$ cat src/rtl/core/qmd_pkg.sv
package qmd_pkg;

   localparam int CONTEXT_BITS = 13;
   localparam int CTX_COUNT    = 1 << CONTEXT_BITS;
   localparam int QUEUE_DEPTH  = 4;
   localparam int QPTR_BITS    = $clog2(QUEUE_DEPTH);
   localparam int QCNT_BITS    = $clog2(QUEUE_DEPTH + 1);

   localparam logic [1:0] MODE_PUSH   = 2'd0;
   localparam logic [1:0] MODE_START  = 2'd1;
   localparam logic [1:0] MODE_DECODE = 2'd2;
   localparam logic [1:0] MODE_CLEAR  = 2'd3;

   localparam logic [1:0] STATUS_OK        = 2'd0;
   localparam logic [1:0] STATUS_OVERFLOW  = 2'd1;
   localparam logic [1:0] STATUS_UNDERFLOW = 2'd2;

   localparam logic [6:0] QE_LAST_STATE = 7'd112;

   typedef struct packed {
      logic [1:0]  mode;
      logic [7:0]  compressed_byte;
      logic [23:0] byte_count;
      logic [12:0] context_index;
   } req_type;

   typedef struct packed {
      logic       decoded_bit;
      logic       bit_valid;
      logic       exhausted;
      logic [1:0] status;
   } rsp_type;

   typedef struct packed {
      req_type req;
      logic    is_push;
      logic    is_start;
      logic    is_decode;
      logic    is_clear;
   } cmd_type;

   typedef struct packed {
      logic [15:0] qe;
      logic [6:0]  nlps;
      logic [6:0]  nmps;
      logic        sw;
   } qe_row_type;

   function automatic qe_row_type qe_lookup(input logic [6:0] s);
      qe_row_type r;
      unique case (s)
         7'd0:   r = {16'h5A1D, 7'd1, 7'd1, 1'b1};
         7'd1:   r = {16'h2586, 7'd14, 7'd2, 1'b0};
         7'd2:   r = {16'h1114, 7'd16, 7'd3, 1'b0};
         7'd3:   r = {16'h080B, 7'd18, 7'd4, 1'b0};
         7'd4:   r = {16'h03D8, 7'd20, 7'd5, 1'b0};
         7'd5:   r = {16'h01DA, 7'd23, 7'd6, 1'b0};
         7'd6:   r = {16'h00E5, 7'd25, 7'd7, 1'b0};
         7'd7:   r = {16'h006F, 7'd28, 7'd8, 1'b0};
         7'd8:   r = {16'h0036, 7'd30, 7'd9, 1'b0};
         7'd9:   r = {16'h001A, 7'd33, 7'd10, 1'b0};
         7'd10:  r = {16'h000D, 7'd35, 7'd11, 1'b0};
         7'd11:  r = {16'h0006, 7'd9, 7'd12, 1'b0};
         7'd12:  r = {16'h0003, 7'd10, 7'd13, 1'b0};
         7'd13:  r = {16'h0001, 7'd12, 7'd13, 1'b0};
         7'd14:  r = {16'h5A7F, 7'd15, 7'd15, 1'b1};
         7'd15:  r = {16'h3F25, 7'd36, 7'd16, 1'b0};
         7'd16:  r = {16'h2CF2, 7'd38, 7'd17, 1'b0};
         7'd17:  r = {16'h207C, 7'd39, 7'd18, 1'b0};
         7'd18:  r = {16'h17B9, 7'd40, 7'd19, 1'b0};
         7'd19:  r = {16'h1182, 7'd42, 7'd20, 1'b0};
         7'd20:  r = {16'h0CEF, 7'd43, 7'd21, 1'b0};
         7'd21:  r = {16'h09A1, 7'd45, 7'd22, 1'b0};
         7'd22:  r = {16'h072F, 7'd46, 7'd23, 1'b0};
         7'd23:  r = {16'h055C, 7'd48, 7'd24, 1'b0};
         7'd24:  r = {16'h0406, 7'd49, 7'd25, 1'b0};
         7'd25:  r = {16'h0303, 7'd51, 7'd26, 1'b0};
         7'd26:  r = {16'h0240, 7'd52, 7'd27, 1'b0};
         7'd27:  r = {16'h01B1, 7'd54, 7'd28, 1'b0};
         7'd28:  r = {16'h0144, 7'd56, 7'd29, 1'b0};
         7'd29:  r = {16'h00F5, 7'd57, 7'd30, 1'b0};
         7'd30:  r = {16'h00B7, 7'd59, 7'd31, 1'b0};
         7'd31:  r = {16'h008A, 7'd60, 7'd32, 1'b0};
         7'd32:  r = {16'h0068, 7'd62, 7'd33, 1'b0};
         7'd33:  r = {16'h004E, 7'd63, 7'd34, 1'b0};
         7'd34:  r = {16'h003B, 7'd32, 7'd35, 1'b0};
         7'd35:  r = {16'h002C, 7'd33, 7'd9, 1'b0};
         7'd36:  r = {16'h5AE1, 7'd37, 7'd37, 1'b1};
         7'd37:  r = {16'h484C, 7'd64, 7'd38, 1'b0};
         7'd38:  r = {16'h3A0D, 7'd65, 7'd39, 1'b0};
         7'd39:  r = {16'h2EF1, 7'd67, 7'd40, 1'b0};
         7'd40:  r = {16'h261F, 7'd68, 7'd41, 1'b0};
         7'd41:  r = {16'h1F33, 7'd69, 7'd42, 1'b0};
         7'd42:  r = {16'h19A8, 7'd70, 7'd43, 1'b0};
         7'd43:  r = {16'h1518, 7'd72, 7'd44, 1'b0};
         7'd44:  r = {16'h1177, 7'd73, 7'd45, 1'b0};
         7'd45:  r = {16'h0E74, 7'd74, 7'd46, 1'b0};
         7'd46:  r = {16'h0BFB, 7'd75, 7'd47, 1'b0};
         7'd47:  r = {16'h09F8, 7'd77, 7'd48, 1'b0};
         7'd48:  r = {16'h0861, 7'd78, 7'd49, 1'b0};
         7'd49:  r = {16'h0706, 7'd79, 7'd50, 1'b0};
         7'd50:  r = {16'h05CD, 7'd48, 7'd51, 1'b0};
         7'd51:  r = {16'h04DE, 7'd50, 7'd52, 1'b0};
         7'd52:  r = {16'h040F, 7'd50, 7'd53, 1'b0};
         7'd53:  r = {16'h0363, 7'd51, 7'd54, 1'b0};
         7'd54:  r = {16'h02D4, 7'd52, 7'd55, 1'b0};
         7'd55:  r = {16'h025C, 7'd53, 7'd56, 1'b0};
         7'd56:  r = {16'h01F8, 7'd54, 7'd57, 1'b0};
         7'd57:  r = {16'h01A4, 7'd55, 7'd58, 1'b0};
         7'd58:  r = {16'h0160, 7'd56, 7'd59, 1'b0};
         7'd59:  r = {16'h0125, 7'd57, 7'd60, 1'b0};
         7'd60:  r = {16'h00F6, 7'd58, 7'd61, 1'b0};
         7'd61:  r = {16'h00CB, 7'd59, 7'd62, 1'b0};
         7'd62:  r = {16'h00AB, 7'd61, 7'd63, 1'b0};
         7'd63:  r = {16'h008F, 7'd61, 7'd32, 1'b0};
         7'd64:  r = {16'h5B12, 7'd65, 7'd65, 1'b1};
         7'd65:  r = {16'h4D04, 7'd80, 7'd66, 1'b0};
         7'd66:  r = {16'h412C, 7'd81, 7'd67, 1'b0};
         7'd67:  r = {16'h37D8, 7'd82, 7'd68, 1'b0};
         7'd68:  r = {16'h2FE8, 7'd83, 7'd69, 1'b0};
         7'd69:  r = {16'h293C, 7'd84, 7'd70, 1'b0};
         7'd70:  r = {16'h2379, 7'd86, 7'd71, 1'b0};
         7'd71:  r = {16'h1EDF, 7'd87, 7'd72, 1'b0};
         7'd72:  r = {16'h1AA9, 7'd87, 7'd73, 1'b0};
         7'd73:  r = {16'h174E, 7'd72, 7'd74, 1'b0};
         7'd74:  r = {16'h1424, 7'd72, 7'd75, 1'b0};
         7'd75:  r = {16'h119C, 7'd74, 7'd76, 1'b0};
         7'd76:  r = {16'h0F6B, 7'd74, 7'd77, 1'b0};
         7'd77:  r = {16'h0D51, 7'd75, 7'd78, 1'b0};
         7'd78:  r = {16'h0BB6, 7'd77, 7'd79, 1'b0};
         7'd79:  r = {16'h0A40, 7'd77, 7'd48, 1'b0};
         7'd80:  r = {16'h5832, 7'd80, 7'd81, 1'b1};
         7'd81:  r = {16'h4D1C, 7'd88, 7'd82, 1'b0};
         7'd82:  r = {16'h438E, 7'd89, 7'd83, 1'b0};
         7'd83:  r = {16'h3BDD, 7'd90, 7'd84, 1'b0};
         7'd84:  r = {16'h34EE, 7'd91, 7'd85, 1'b0};
         7'd85:  r = {16'h2EAE, 7'd92, 7'd86, 1'b0};
         7'd86:  r = {16'h299A, 7'd93, 7'd87, 1'b0};
         7'd87:  r = {16'h2516, 7'd86, 7'd71, 1'b0};
         7'd88:  r = {16'h5570, 7'd88, 7'd89, 1'b1};
         7'd89:  r = {16'h4CA9, 7'd95, 7'd90, 1'b0};
         7'd90:  r = {16'h44D9, 7'd96, 7'd91, 1'b0};
         7'd91:  r = {16'h3E22, 7'd97, 7'd92, 1'b0};
         7'd92:  r = {16'h3824, 7'd99, 7'd93, 1'b0};
         7'd93:  r = {16'h32B4, 7'd99, 7'd94, 1'b0};
         7'd94:  r = {16'h2E17, 7'd93, 7'd86, 1'b0};
         7'd95:  r = {16'h56A8, 7'd95, 7'd96, 1'b1};
         7'd96:  r = {16'h4F46, 7'd101, 7'd97, 1'b0};
         7'd97:  r = {16'h47E5, 7'd102, 7'd98, 1'b0};
         7'd98:  r = {16'h41CF, 7'd103, 7'd99, 1'b0};
         7'd99:  r = {16'h3C3D, 7'd104, 7'd100, 1'b0};
         7'd100: r = {16'h375E, 7'd99, 7'd93, 1'b0};
         7'd101: r = {16'h5231, 7'd105, 7'd102, 1'b0};
         7'd102: r = {16'h4C0F, 7'd106, 7'd103, 1'b0};
         7'd103: r = {16'h4639, 7'd107, 7'd104, 1'b0};
         7'd104: r = {16'h415E, 7'd103, 7'd99, 1'b0};
         7'd105: r = {16'h5627, 7'd105, 7'd106, 1'b1};
         7'd106: r = {16'h50E7, 7'd108, 7'd107, 1'b0};
         7'd107: r = {16'h4B85, 7'd109, 7'd103, 1'b0};
         7'd108: r = {16'h5597, 7'd110, 7'd109, 1'b0};
         7'd109: r = {16'h504F, 7'd111, 7'd107, 1'b0};
         7'd110: r = {16'h5A10, 7'd110, 7'd111, 1'b1};
         7'd111: r = {16'h5522, 7'd112, 7'd109, 1'b0};
         default: r = {16'h59EB, 7'd112, 7'd111, 1'b1};
      endcase
      return r;
   endfunction

endpackage

$ cat src/rtl/core/qmd_front.sv
module qmd_front
   import qmd_pkg::*;
(
   input  logic    clock,
   input  logic    reset,
   input  logic    req_push,
   output logic    req_full,
   input  req_type req_data,
   output logic    cmd_valid,
   output cmd_type cmd_data,
   input  logic    cmd_take
);

   cmd_type    slot_ff [2];
   logic       wr_ff, wr_in;
   logic       rd_ff, rd_in;
   logic [1:0] cnt_ff, cnt_in;
   logic       push_ok;
   cmd_type    cls;

   assign req_full  = (cnt_ff == 2'd2);
   assign push_ok   = req_push && !req_full;
   assign cmd_valid = (cnt_ff != 2'd0);
   assign cmd_data  = slot_ff[rd_ff];

   always_comb begin
      cls.req       = req_data;
      cls.is_push   = (req_data.mode == MODE_PUSH);
      cls.is_start  = (req_data.mode == MODE_START);
      cls.is_decode = (req_data.mode == MODE_DECODE);
      cls.is_clear  = (req_data.mode == MODE_CLEAR);
      wr_in  = push_ok ? !wr_ff : wr_ff;
      rd_in  = cmd_take ? !rd_ff : rd_ff;
      cnt_in = cnt_ff + {1'b0, push_ok} - {1'b0, cmd_take};
   end

   always_ff @(posedge clock) begin
      if (push_ok) begin
         slot_ff[wr_ff] <= cls;
      end
   end

   always_ff @(posedge clock) begin
      if (reset) begin
         wr_ff  <= 1'b0;
         rd_ff  <= 1'b0;
         cnt_ff <= 2'd0;
      end else begin
         wr_ff  <= wr_in;
         rd_ff  <= rd_in;
         cnt_ff <= cnt_in;
      end
   end

endmodule

$ cat config.mk
export PLATFORM = sky130hd
export DESIGN_NAME = qmd_front
export DESIGN_NICKNAME = d
export VERILOG_FILES = /design/src/rtl/core/qmd_pkg.sv /design/src/rtl/core/qmd_front.sv
export SDC_FILE = /design/constraint.sdc
export NUM_CORES = 1
export LEC_CHECK = 0
export BUFFER_PORTS_ARGS = -buffer_cell sky130_fd_sc_hd__buf_2
export CORE_MARGIN = 1
export CORE_UTILIZATION = 52
export DETAILED_ROUTE_END_ITERATION = 16
export PLACE_DENSITY = 0.78
export SLEW_MARGIN = 15
export SYNTH_ARGS = -nofsm -noshare
export SYNTH_HDL_FRONTEND = slang
export SYNTH_SLANG_ARGS = --single-unit
$ cat constraint.sdc
create_clock -name clock -period 3.2 [get_ports clock]
set_input_delay 0.64 -clock clock [delete_from_list [all_inputs] [get_ports clock]]
set_output_delay 0.64 -clock clock [all_outputs]
set_load 0.01 [all_outputs]
# Word level (Yosys, flattened, before mapping)

Memory sizes are Yosys's and may differ from the RTL's. A register that Yosys moved wholly into a read port is not among the register bits.
Index checks and enable logic that the tools add are counted.

Register bits: 4
Latch bits: 0
RAM bits: 102
Bits in read-only memories: 0
Input port bits: 51
Output and inout bits: 53
Word-level logic and storage cells: 20
Memories: 1

Memories:

| memory  | words | width | rd ports | clocked after memory_dff | wr ports | line            | source |
|---|---|---|---|---|---|---|---|
| slot_ff | 2     | 51    | 1        | 1                        | 1        | qmd_front.sv:14 | `cmd_type slot_ff [2];` |

Add/subtract/negate cells: 2
Multiply operators: 0
Div/mod/pow operators: 0
$lt $le $gt $ge: 0
Eq/ne operators: 4
Shifts and indexed selects: 0
Multiplexer cells: 4
Bitwise gates (word level): 0
Reductions and logical operators: 6

Operators with widths:

| kind                                                             | count |
|---|---|
| 2-bit == test (second input constant)                            | 3 |
| 1-bit 2-to-1 mux                                                 | 4 |
| 1-bit logical NOT                                                | 3 |
| 2-bit by 1-bit adder with 2-bit output                           | 1 |
| 2-bit by 1-bit == test with 1-bit output (second input constant) | 1 |
| 2-bit logical NOT                                                | 1 |
| 2-bit nonzero test                                               | 1 |
| 2-bit by 1-bit subtractor with 2-bit output                      | 1 |
| 1-bit logical AND                                                | 1 |

# Depth between registers and ports, before layout

Gate-level depths: netlist of run 1.

Depth in word-level cells: 5
Depth in mapped cells: 8
Mapped depth without buffers: 8

# Worst setup path before layout of run 1

Ideal clock, no wire load.

Path type: input port to flip-flop
Start: in req_push
End: mem slot_ff[0][0] in the netlist's numbering (enable)
Library setup time: 0.405 ns
Arrival time: 2.035 ns
Required time: 2.795 ns
Slack: 0.760 ns
Cell stages on the path: 3
Buffers on the path: 0
Path through: inv_1 or3_1 inv_1

Longest elaborated chain between the ends: 3

Ends and longest elaborated chain:

| item                                   | line            | source |
|---|---|---|
| from (decl)                            | qmd_front.sv:6  | `input logic req_push,` |
| 1-bit logical AND                      | qmd_front.sv:22 | `assign push_ok = req_push && !req_full;` |
| 1-bit 2-to-1 mux                       | qmd_front.sv:38 | `if (push_ok) begin` |
| 1-bit 2-to-1 mux (implied by the code) | qmd_front.sv:39 | `slot_ff[wr_ff] <= cls;` |
| to (decl)                              | qmd_front.sv:14 |  |

Every way passes these cells.

==> impl_metrics.json, run 1 <==
{
  "r2r_slack_ns": 1.31,
  "synthDominantCellAreaShare_pct": 77.6,
  "async_flop_share_pct": 0,
  "final_cell_area_um2": 4770,
  "grt_start_max_net_pins": 52,
  "swShare_pct": 24.7,
  "grt_usage_pct": 15.8,
  "rsz0062_at_grt": "no",
  "status": "finished, final reports clean",
  "timing_hold_violations_final": 0,
  "area.growth.synth_to_final_pct": 20.7,
  "min_path_type": "primary input to flop",
  "final.fill_count": 555,
  "cts_sinks": 107,
  "period_minus_slack_ns": 2.41,
  "clk_latency_ns": 0.35,
  "p_per_area_nw_per_um2": 661,
  "path_buf_inv": 2,
  "avgSynthCellArea_um2": 21.0,
  "clock_power_share_pct": 24.9,
  "synthTopCellsByCount": "edfxtp_1, mux2_2, buf_6, dfxtp_1, nor2_1",
  "power_frac_comb_pct": 17.8,
  "htreeDepth": 3,
  "crit_family": "flip-flops",
  "cts_setup_buffers": 0,
  "crit_end": "cmd_data[11]",
  "cp_max_fo": 35,
  "finClkSkew_ns": 0.00445,
  "slew_violations": 0,
  "min_period_over_period_pct": 75.2,
  "yosysMostFrequentCell": "edfxtp_1",
  "busiest_layer": "met2",
  "pwr-share-seq_pct": 57.3,
  "core_area_um2": 7290,
  "overflow": 0,
  "synth_edf_count": 102,
  "worstMarginPinSlew_ns": 0.668,
  "slowest_delay_ns": 0.61,
  "ys_seq_area_share_pct": 80.1,
  "io_pins": 104,
  "worst-path-stages": 3,
  "clock.fmax_mhz": 416,
  "drc": 0,
  "ant_nets": 0,
  "met3_usage_pct": 4.43,
  "grt_pass1_vias": 1971,
  "synthCells": 188,
  "setup_viol": 0,
  "cp-start-kind": "flop",
  "die_y_um": 89.1,
  "die_area_um2": 7940,
  "clockRootBuffer": "clkbuf_8",
  "slew_headroom_pct": 55.5,
  "yosys_register_bits": 107,
  "p_sw_uw": 778,
  "cp.required_ns": 2.56,
  "grt_pass1_wl_um": 8870,
  "ir_drop_mv": 0.437,
  "dp_hpwl_um": 3900,
  "crit_chain": "buf_12, mux2_2, buf_2",
  "synth_area_um2": 3950,
  "timing.rr.start": "cnt_ff[0]",
  "postCtsResizedCells": 0,
  "place_area_um2": 4570,
  "ys_warn_count": 0,
  "hold_buffers": 0,
  "dieWidth_um": 89.1,
  "grt.met2_usage_pct": 27.5,
  "use_met1_pct": 17.9,
  "gp_congestion": 0.693,
  "leakage_nw": 1.80,
  "numCtsBuffers": 9,
  "syn_nets": 241,
  "drt_iter0_drc": 48,
  "worstReg2RegEnd": "slot_ff[0][41]",
  "reg2regPathDepth": 5,
  "synth_cell_types": 20,
  "avgViaCountPerCell": 4.95,
  "yosys.area.top_type": "edfxtp_1",
  "antenna_cells": 0,
  "grt_antenna_before_repair": 0,
  "crit_path_end_kind": "output port",
  "worst_path_max_delay_cell": "dfxtp_2",
  "worstSetupPathType": "flop to output port",
  "vias": 1995,
  "tns_ns": 0,
  "detailedRoute.firstPassIterationCount": 3,
  "cts_max_path_buffers": 2,
  "ys.flop_type": "edfxtp_1",
  "rows": 31,
  "routed_wl_um": 6020,
  "maxCapViolations": 0,
  "port_buffers": 103,
  "wl_per_cell_um": 14.9,
  "layout-drive-gt1-share_pct": 58.2,
  "layout.nets": 352,
  "cts_tree": "built",
  "synth.area.top_cells": "edfxtp_1, mux2_2, dfxtp_1",
  "cp.arrival_ns": 1.77,
  "start_util_pct": 54.1,
  "clk_pin_slew_ns": 0.10,
  "p_int_mw": 2.37
}
==> worst register-to-register path, stage by stage (launching register included) <==
cell and delay [ns]:
dfxtp_1 0.35, nand2b_2 0.15, inv_2 0.04, or3_1 0.34, inv_2 0.42, buf_12 0.28
==> metrics by stage <==
step	cells	worst slack [ns]	hold slack (ns)	total power [mW]	utilization (%)
global route	403	0.699	0.448	3.30	65.4
global placement	387	1.04	0.471	2.39	62.7
finish	403	0.794	0.467	3.15	65.4
floorplan	188	0.760	0.451	2.18	-
CTS	403	0.764	0.450	3.19	65.4
detailed placement	387	0.984	0.500	2.41	62.7
==> kinds of logic after synthesis <==
logic type,share of synthesized area (%)
xor+xnor,0.666
mux,14.5
flops,80.1
simple gates,1.84
fa+ha+maj,0.634
compound gates,0.253
buf+inv,1.93
==> placed cells by master, fill, tap and decap left out, types with 2 or more instances in the layout <==
cell	netlist	routed
inv_1	3	2
inv_2	1	2
buf_12	0	2
nor2b_1	3	3
mux2_2	51	51
clkinv_1	0	2
clkbuf_8	0	9
xnor2_1	2	2
edfxtp_1	102	102
nor2_1	4	4
buf_2	1	103
ha_1	2	2
dfxtp_1	5	4
==> routing by layer <==
layer  part of all wire [%]  wire, um
met5                      0         0
met4                    2.3       138
met3                    5.6       339
met2                     51      3080
met1                     41      2470
==> power groups by stage <==
| stage | combinational, mW | clock, mW | sequential [mW] |
|---|---|---|---|
| 2_1_floorplan | 0.358 | 0 | 1.82 |
| 3_3_place_gp | 0.561 | 0 | 1.83 |
| 3_5_place_dp | 0.570 | 0 | 1.84 |
| 4_1_cts | 0.573 | 0.807 | 1.81 |
| 5_1_grt | 0.622 | 0.855 | 1.82 |
| 6_report | 0.560 | 0.784 | 1.81 |
==> sequential cells by signal, summed over array words and instances (netlist names), named ones only <==
register	flops
slot_ff	102
cnt_ff	2
rd_ff	1
wr_ff	1
==> final cells by class <==
cell class                 instances  area [um^2]  area share [%]
sequential                       107         3160            66.4
clock inverter                     7         67.6            1.42
tap                               99          124            2.60
multi-input combinational         71          708            14.9
inverter                           4         15.0           0.315
clock buffer                       9          124            2.60
timing repair buffer             106          563            11.8
==> worst min path at each step <==
stage / endpoint / from / slack (ns) / depth (start not counted)
2_1_floorplan: wr_ff / wr_ff / 0.45 / 2
3_3_place_gp: wr_ff / wr_ff / 0.47 / 2
3_5_place_dp: wr_ff / wr_ff / 0.50 / 2
4_1_cts: slot_ff[1][20] / req_data[16] / 0.45 / 1
5_1_grt: slot_ff[1][10] / req_data[6] / 0.45 / 1
6_report: slot_ff[1][22] / req_data[18] / 0.47 / 1
Note: power is estimated with default switching activity, not from simulation.
==> run 2, diff against run 1 <==
Settings changed: ABC_AREA set to 1, CORE_UTILIZATION 52 to 53.
Clock period 3.2 ns to 2.47 ns, I/O delays scaled along.
==> impl_metrics.json, run 2 <==
{
  "rows": 32,
  "grt_pass1_wl_um": 9920,
  "crit_chain": "buf_4, mux2_2, buf_2",
  "hold_end": "slot_ff[0][29]",
  "die_y_um": 91.0,
  "grt_usage_pct": 16.3,
  "clk_pin_slew_ns": 0.10,
  "overflow": 0,
  "start_util_pct": 54.6,
  "min_path_type": "primary input to flop",
  "synth_cell_types": 13,
  "setup_viol": 0,
  "period_minus_slack_ns": 2.19,
  "worstMarginPinSlew_ns": 0.406,
  "clk_latency_ns": 0.35,
  "port_buffers": 103,
  "htreeDepth": 3,
  "multi_input_area_um2": 887,
  "drc": 0,
  "ir_drop_mv": 0.456,
  "dp_hpwl_um": 4290,
  "clockRootBuffer": "clkbuf_8",
  "yosys_register_bits": 107,
  "final_cell_mix": "buf_2, edfxtp_1, mux2_4",
  "cp_max_fo": 21,
  "yosys.area.top_type": "edfxtp_1",
  "core_area_um2": 7690,
  "grt_start_max_net_pins": 52,
  "die_area_um2": 8280,
  "whs_ns": 0.317,
  "rsz0062_at_grt": "no",
  "p_per_area_nw_per_um2": 769,
  "detailedRoute.firstPassIterationCount": 4,
  "largest_reg_flops": 102,
  "dieWidth_um": 91.0,
  "regMostFlops": "slot_ff",
  "place_area_um2": 4810,
  "worstSetupPathType": "flop to output port",
  "hold_depth": 1,
  "maxCapViolations": 0,
  "final_cell_area_um2": 5010,
  "cts_max_path_buffers": 2,
  "synth_edf_count": 102,
  "utilization_pct": 65.2,
  "cp.arrival_ns": 1.69,
  "synthDominantCellAreaShare_pct": 73.0,
  "io_pins": 104,
  "avgViaCountPerCell": 4.86,
  "ff_latch_area_um2": 3170,
  "avgSynthCellArea_um2": 21.1,
  "worstReg2RegEnd": "cnt_ff[1]",
  "min_period_over_period_pct": 88.5,
  "layout-drive-gt1-share_pct": 55.5,
  "timing.rr.start": "cnt_ff[0]",
  "timing_hold_violations_final": 0,
  "cts_setup_buffers": 0,
  "worst_path_max_delay_cell": "dfxtp_4",
  "reg_top3": "slot_ff (102), cnt_ff (2)",
  "final_common_cell": "buf_2",
  "yosysMostFrequentCell": "edfxtp_1",
  "hold_buffers": 0,
  "finClkSkew_ns": 0.0103,
  "ant_nets": 0,
  "leakage_nw": 2.03,
  "syn_nets": 252,
  "vias": 2042,
  "synth.area.top_cells": "edfxtp_1, mux2_4, buf_12",
  "slew_headroom_pct": 73.0,
  "reg2regPathDepth": 10,
  "slew_violations": 0,
  "async_flop_share_pct": 0,
  "layout.nets": 365,
  "clock.fmax_mhz": 457,
  "grt_pass1_vias": 2064,
  "synth_area_um2": 4200,
  "holdCritStartpoint": "req_data[25]",
  "status": "finished, final reports clean",
  "synthCells": 199,
  "cp-start-kind": "flop",
  "r2r_slack_ns": 0.91,
  "ys_seq_area_share_pct": 75.4,
  "slowest_delay_ns": 0.62,
  "numCtsBuffers": 9,
  "synthTopCellsByCount": "edfxtp_1, mux2_4, inv_1",
  "ys.flop_type": "edfxtp_1",
  "grt_antenna_before_repair": 1,
  "area.growth.synth_to_final_pct": 19.4,
  "cts_tree": "built",
  "postCtsResizedCells": 0,
  "gp_congestion": 0.683,
  "routed_wl_um": 6360,
  "cp.required_ns": 1.98,
  "wl_per_cell_um": 15.1,
  "cts_sinks": 107,
  "final.fill_count": 570,
  "ys_warn_count": 0,
  "drt_iter0_drc": 98,
  "tns_ns": 0,
  "crit_path_end_kind": "output port"
}
## run 2: cell types whose count changed after synthesis, sizes merged, moves of 2 or more
cell	before	now
nand3	0	2
nor2	4	9
nor2b	3	0
nand2	1	8
inv	4	11
## run 2: kinds of logic (layout without fill, tap and decap cells)
logic type / after synthesis / count (layout) / share of synthesized area [%]
other cells: 0 / 1 / 0
flops: 107 / 107 / 75.4
simple gates: 19 / 19 / 1.76
buf+inv: 17 / 135 / 3.64
mux: 51 / 51 / 18.2
fa+ha+maj: 2 / 2 / 0.596
xor+xnor: 1 / 1 / 0.209
compound gates: 2 / 2 / 0.239
## run 2: how the worst max path moves through the flow
| stage | end | slack [ns] | cells after the start |
|---|---|---|---|
| 3_3_place_gp | cmd_data[50] | 0.64 | 3 |
| 5_1_grt | cmd_data[50] | 0.19 | 3 |
| 6_report | cmd_data[50] | 0.28 | 3 |
| 4_1_cts | cmd_data[50] | 0.24 | 3 |
| 3_5_place_dp | cmd_data[50] | 0.64 | 3 |
| 2_1_floorplan | slot_ff[0][0] | 0.16 | 2 |
## run 2: metal layers
metal / GRT usage (%) / part of all wire (%) / vias up
met3: 4.77 / 6.4 / 10
met2: 26.8 / 50 / 72
met1: 19.8 / 42 / 984
met5: 0 / 0 / -
li1: - / - / 976
met4: 7.54 / 1.4 / 0
## run 2: metrics by stage
stage / std cells / setup WS, ns / total power [mW]
2_1_floorplan: 199 / 0.159 / 2.68
3_3_place_gp: 403 / 0.645 / 2.87
3_5_place_dp: 403 / 0.642 / 2.90
4_1_cts: 419 / 0.242 / 3.90
5_1_grt: 419 / 0.187 / 4.01
6_report: 420 / 0.284 / 3.85
## run 2: critical path: cells and delay by family (launching register included)
| kind | cells | cell delay [ns] |
|---|---|---|
| multiplexers | 1 | 0.34 |
| flip-flops | 1 | 0.62 |
| buffers and inverters | 2 | 0.39 |
## run 2: layout make-up
cell class | count | area share [%]
Sequential cell | 107 | 63.2
Multi-Input combinational cell | 75 | 17.7
Timing Repair Buffer | 108 | 11.8
Clock buffer | 10 | 2.55
Tap cell | 102 | 2.55
Clock inverter | 6 | 1.32
Inverter | 11 | 0.824
Antenna cell | 1 | 0.0500
## run 2: where the power goes
group	switching, mW	total [mW]	internal [mW]
sequential	0.0601	2.23	2.17
combinational	0.294	0.615	0.321
clock	0.543	1.01	0.469
==> run 3, diff against run 2 <==
Clock period 2.47 ns to 2.5 ns, I/O delays scaled along.
==> impl_metrics.json, run 3 (same netlist as run 2, synthesis figures left out) <==
{
  "slowest_delay_ns": 0.63,
  "core_area_um2": 7690,
  "final_cell_mix": "buf_2, edfxtp_1, mux2_4",
  "rsz0062_at_grt": "no",
  "place_inst": 403,
  "area.growth.synth_to_final_pct": 18.5,
  "maxCapViolations": 0,
  "cts_tree": "built",
  "clk_pin_slew_ns": 0.09,
  "setup_viol": 0,
  "layout.nets": 365,
  "ant_nets": 0,
  "grt_start_max_net_pins": 52,
  "clk_latency_ns": 0.34,
  "wl_per_cell_um": 15.2,
  "largest_reg_flops": 102,
  "cp_max_fo": 21,
  "port_buffers": 103,
  "overflow": 0,
  "grt_pass1_wl_um": 9570,
  "numCtsBuffers": 9,
  "place_area_um2": 4810,
  "cts_sinks": 107,
  "routed_wl_um": 6340,
  "worstMarginPinSlew_ns": 0.419,
  "tns_ns": 0,
  "drt_iter0_drc": 51,
  "slew_violations": 0,
  "cts_max_path_buffers": 2,
  "layout-drive-gt1-share_pct": 55.9,
  "leakage_nw": 2.01,
  "crit_path_end_kind": "output port",
  "avgViaCountPerCell": 4.91,
  "cts_setup_buffers": 0,
  "dp_hpwl_um": 4240,
  "die_y_um": 91.0,
  "ir_drop_mv": 0.448,
  "drc": 0,
  "vias": 2053,
  "regMostFlops": "slot_ff",
  "htreeDepth": 3,
  "grt_pass1_vias": 2051,
  "timing_hold_violations_final": 0,
  "final_cell_area_um2": 4970,
  "postCtsResizedCells": 0,
  "finClkSkew_ns": 0.00578,
  "min_path_type": "primary input to flop",
  "slew_headroom_pct": 72.1,
  "gp_congestion": 0.687,
  "status": "finished, final reports clean",
  "fin_cells": 418,
  "io_pins": 104,
  "rows": 32,
  "reg_top3": "slot_ff (102), cnt_ff (2)",
  "clock.fmax_mhz": 454,
  "start_util_pct": 54.6,
  "final_common_cell": "buf_2",
  "worst_path_max_delay_cell": "dfxtp_4",
  "die_area_um2": 8280,
  "period_minus_slack_ns": 2.20,
  "utilization_pct": 64.7,
  "detailedRoute.firstPassIterationCount": 4,
  "grt_usage_pct": 15.7,
  "hold_buffers": 0,
  "cp.required_ns": 2.00,
  "grt_antenna_before_repair": 1,
  "dieWidth_um": 91.0,
  "crit_chain": "buf_4, mux2_2, buf_2",
  "cp.arrival_ns": 1.70,
  "worstSetupPathType": "flop to output port",
  "p_per_area_nw_per_um2": 738,
  "clockRootBuffer": "clkbuf_8",
  "cp-start-kind": "flop",
  "min_period_over_period_pct": 88.0
}
## run 3: changes by cell type in the layout (fill, tap and decap cells not counted), sizes merged
cell,previous run,this run
bufinv,1,0
clkbuf,10,9
clkinv,3,2
clkinvlp,2,3
## run 3: worst paths after layout
| kind | to | depth (start not counted) | slack (ns) | startpoint |
|---|---|---|---|---|
| worst max-delay path | cmd_data[50] | 3 | 0.30 | flop |
| worst min register to register | rd_ff | 2 | 0.55 | rd_ff |
| worst min-delay path | slot_ff[0][5] | 1 | 0.34 | req_data[1] |
| worst max register to register | cnt_ff[1] | 10 | 0.94 | cnt_ff[0] |
## run 3: power by group
group	total (mW)	internal, mW	switching (mW)
Sequential	2.20	2.14	0.0603
Combinational	0.609	0.317	0.292
Clock	0.861	0.347	0.513
## run 3: metal layers
metal	track usage, %	vias up	part of all wire [%]
met2	27.3	79	51
li1	-	975	-
met5	0	-	0
met3	5.19	12	7.4
met4	7.41	0	1.6
met1	17.4	987	40
## run 3: through the flow
step	hold WS, ns	setup WS [ns]	power, mW
after floorplan	0.480	0.183	2.64
after global placement	0.498	0.666	2.84
after detailed placement	0.525	0.659	2.86
after CTS	0.317	0.270	3.71
after global routing	0.308	0.214	3.81
final	0.336	0.300	3.67
## run 3: final cells by class
class                      instances  area [um^2]
antenna                            1         2.50
multi-input combinational         75          887
sequential                       107         3170
clock buffer                       9          124
fill                             573         2720
inverter                          11         41.3
timing repair buffer             108          591
clock inverter                     5         32.5
tap                              102          128
## run 3: worst max-delay path: cells and delay by family, from the launching register on
kind / cells / cell delay (ns)
flops: 1 / 0.63
buf+inv: 2 / 0.40
mux: 1 / 0.34
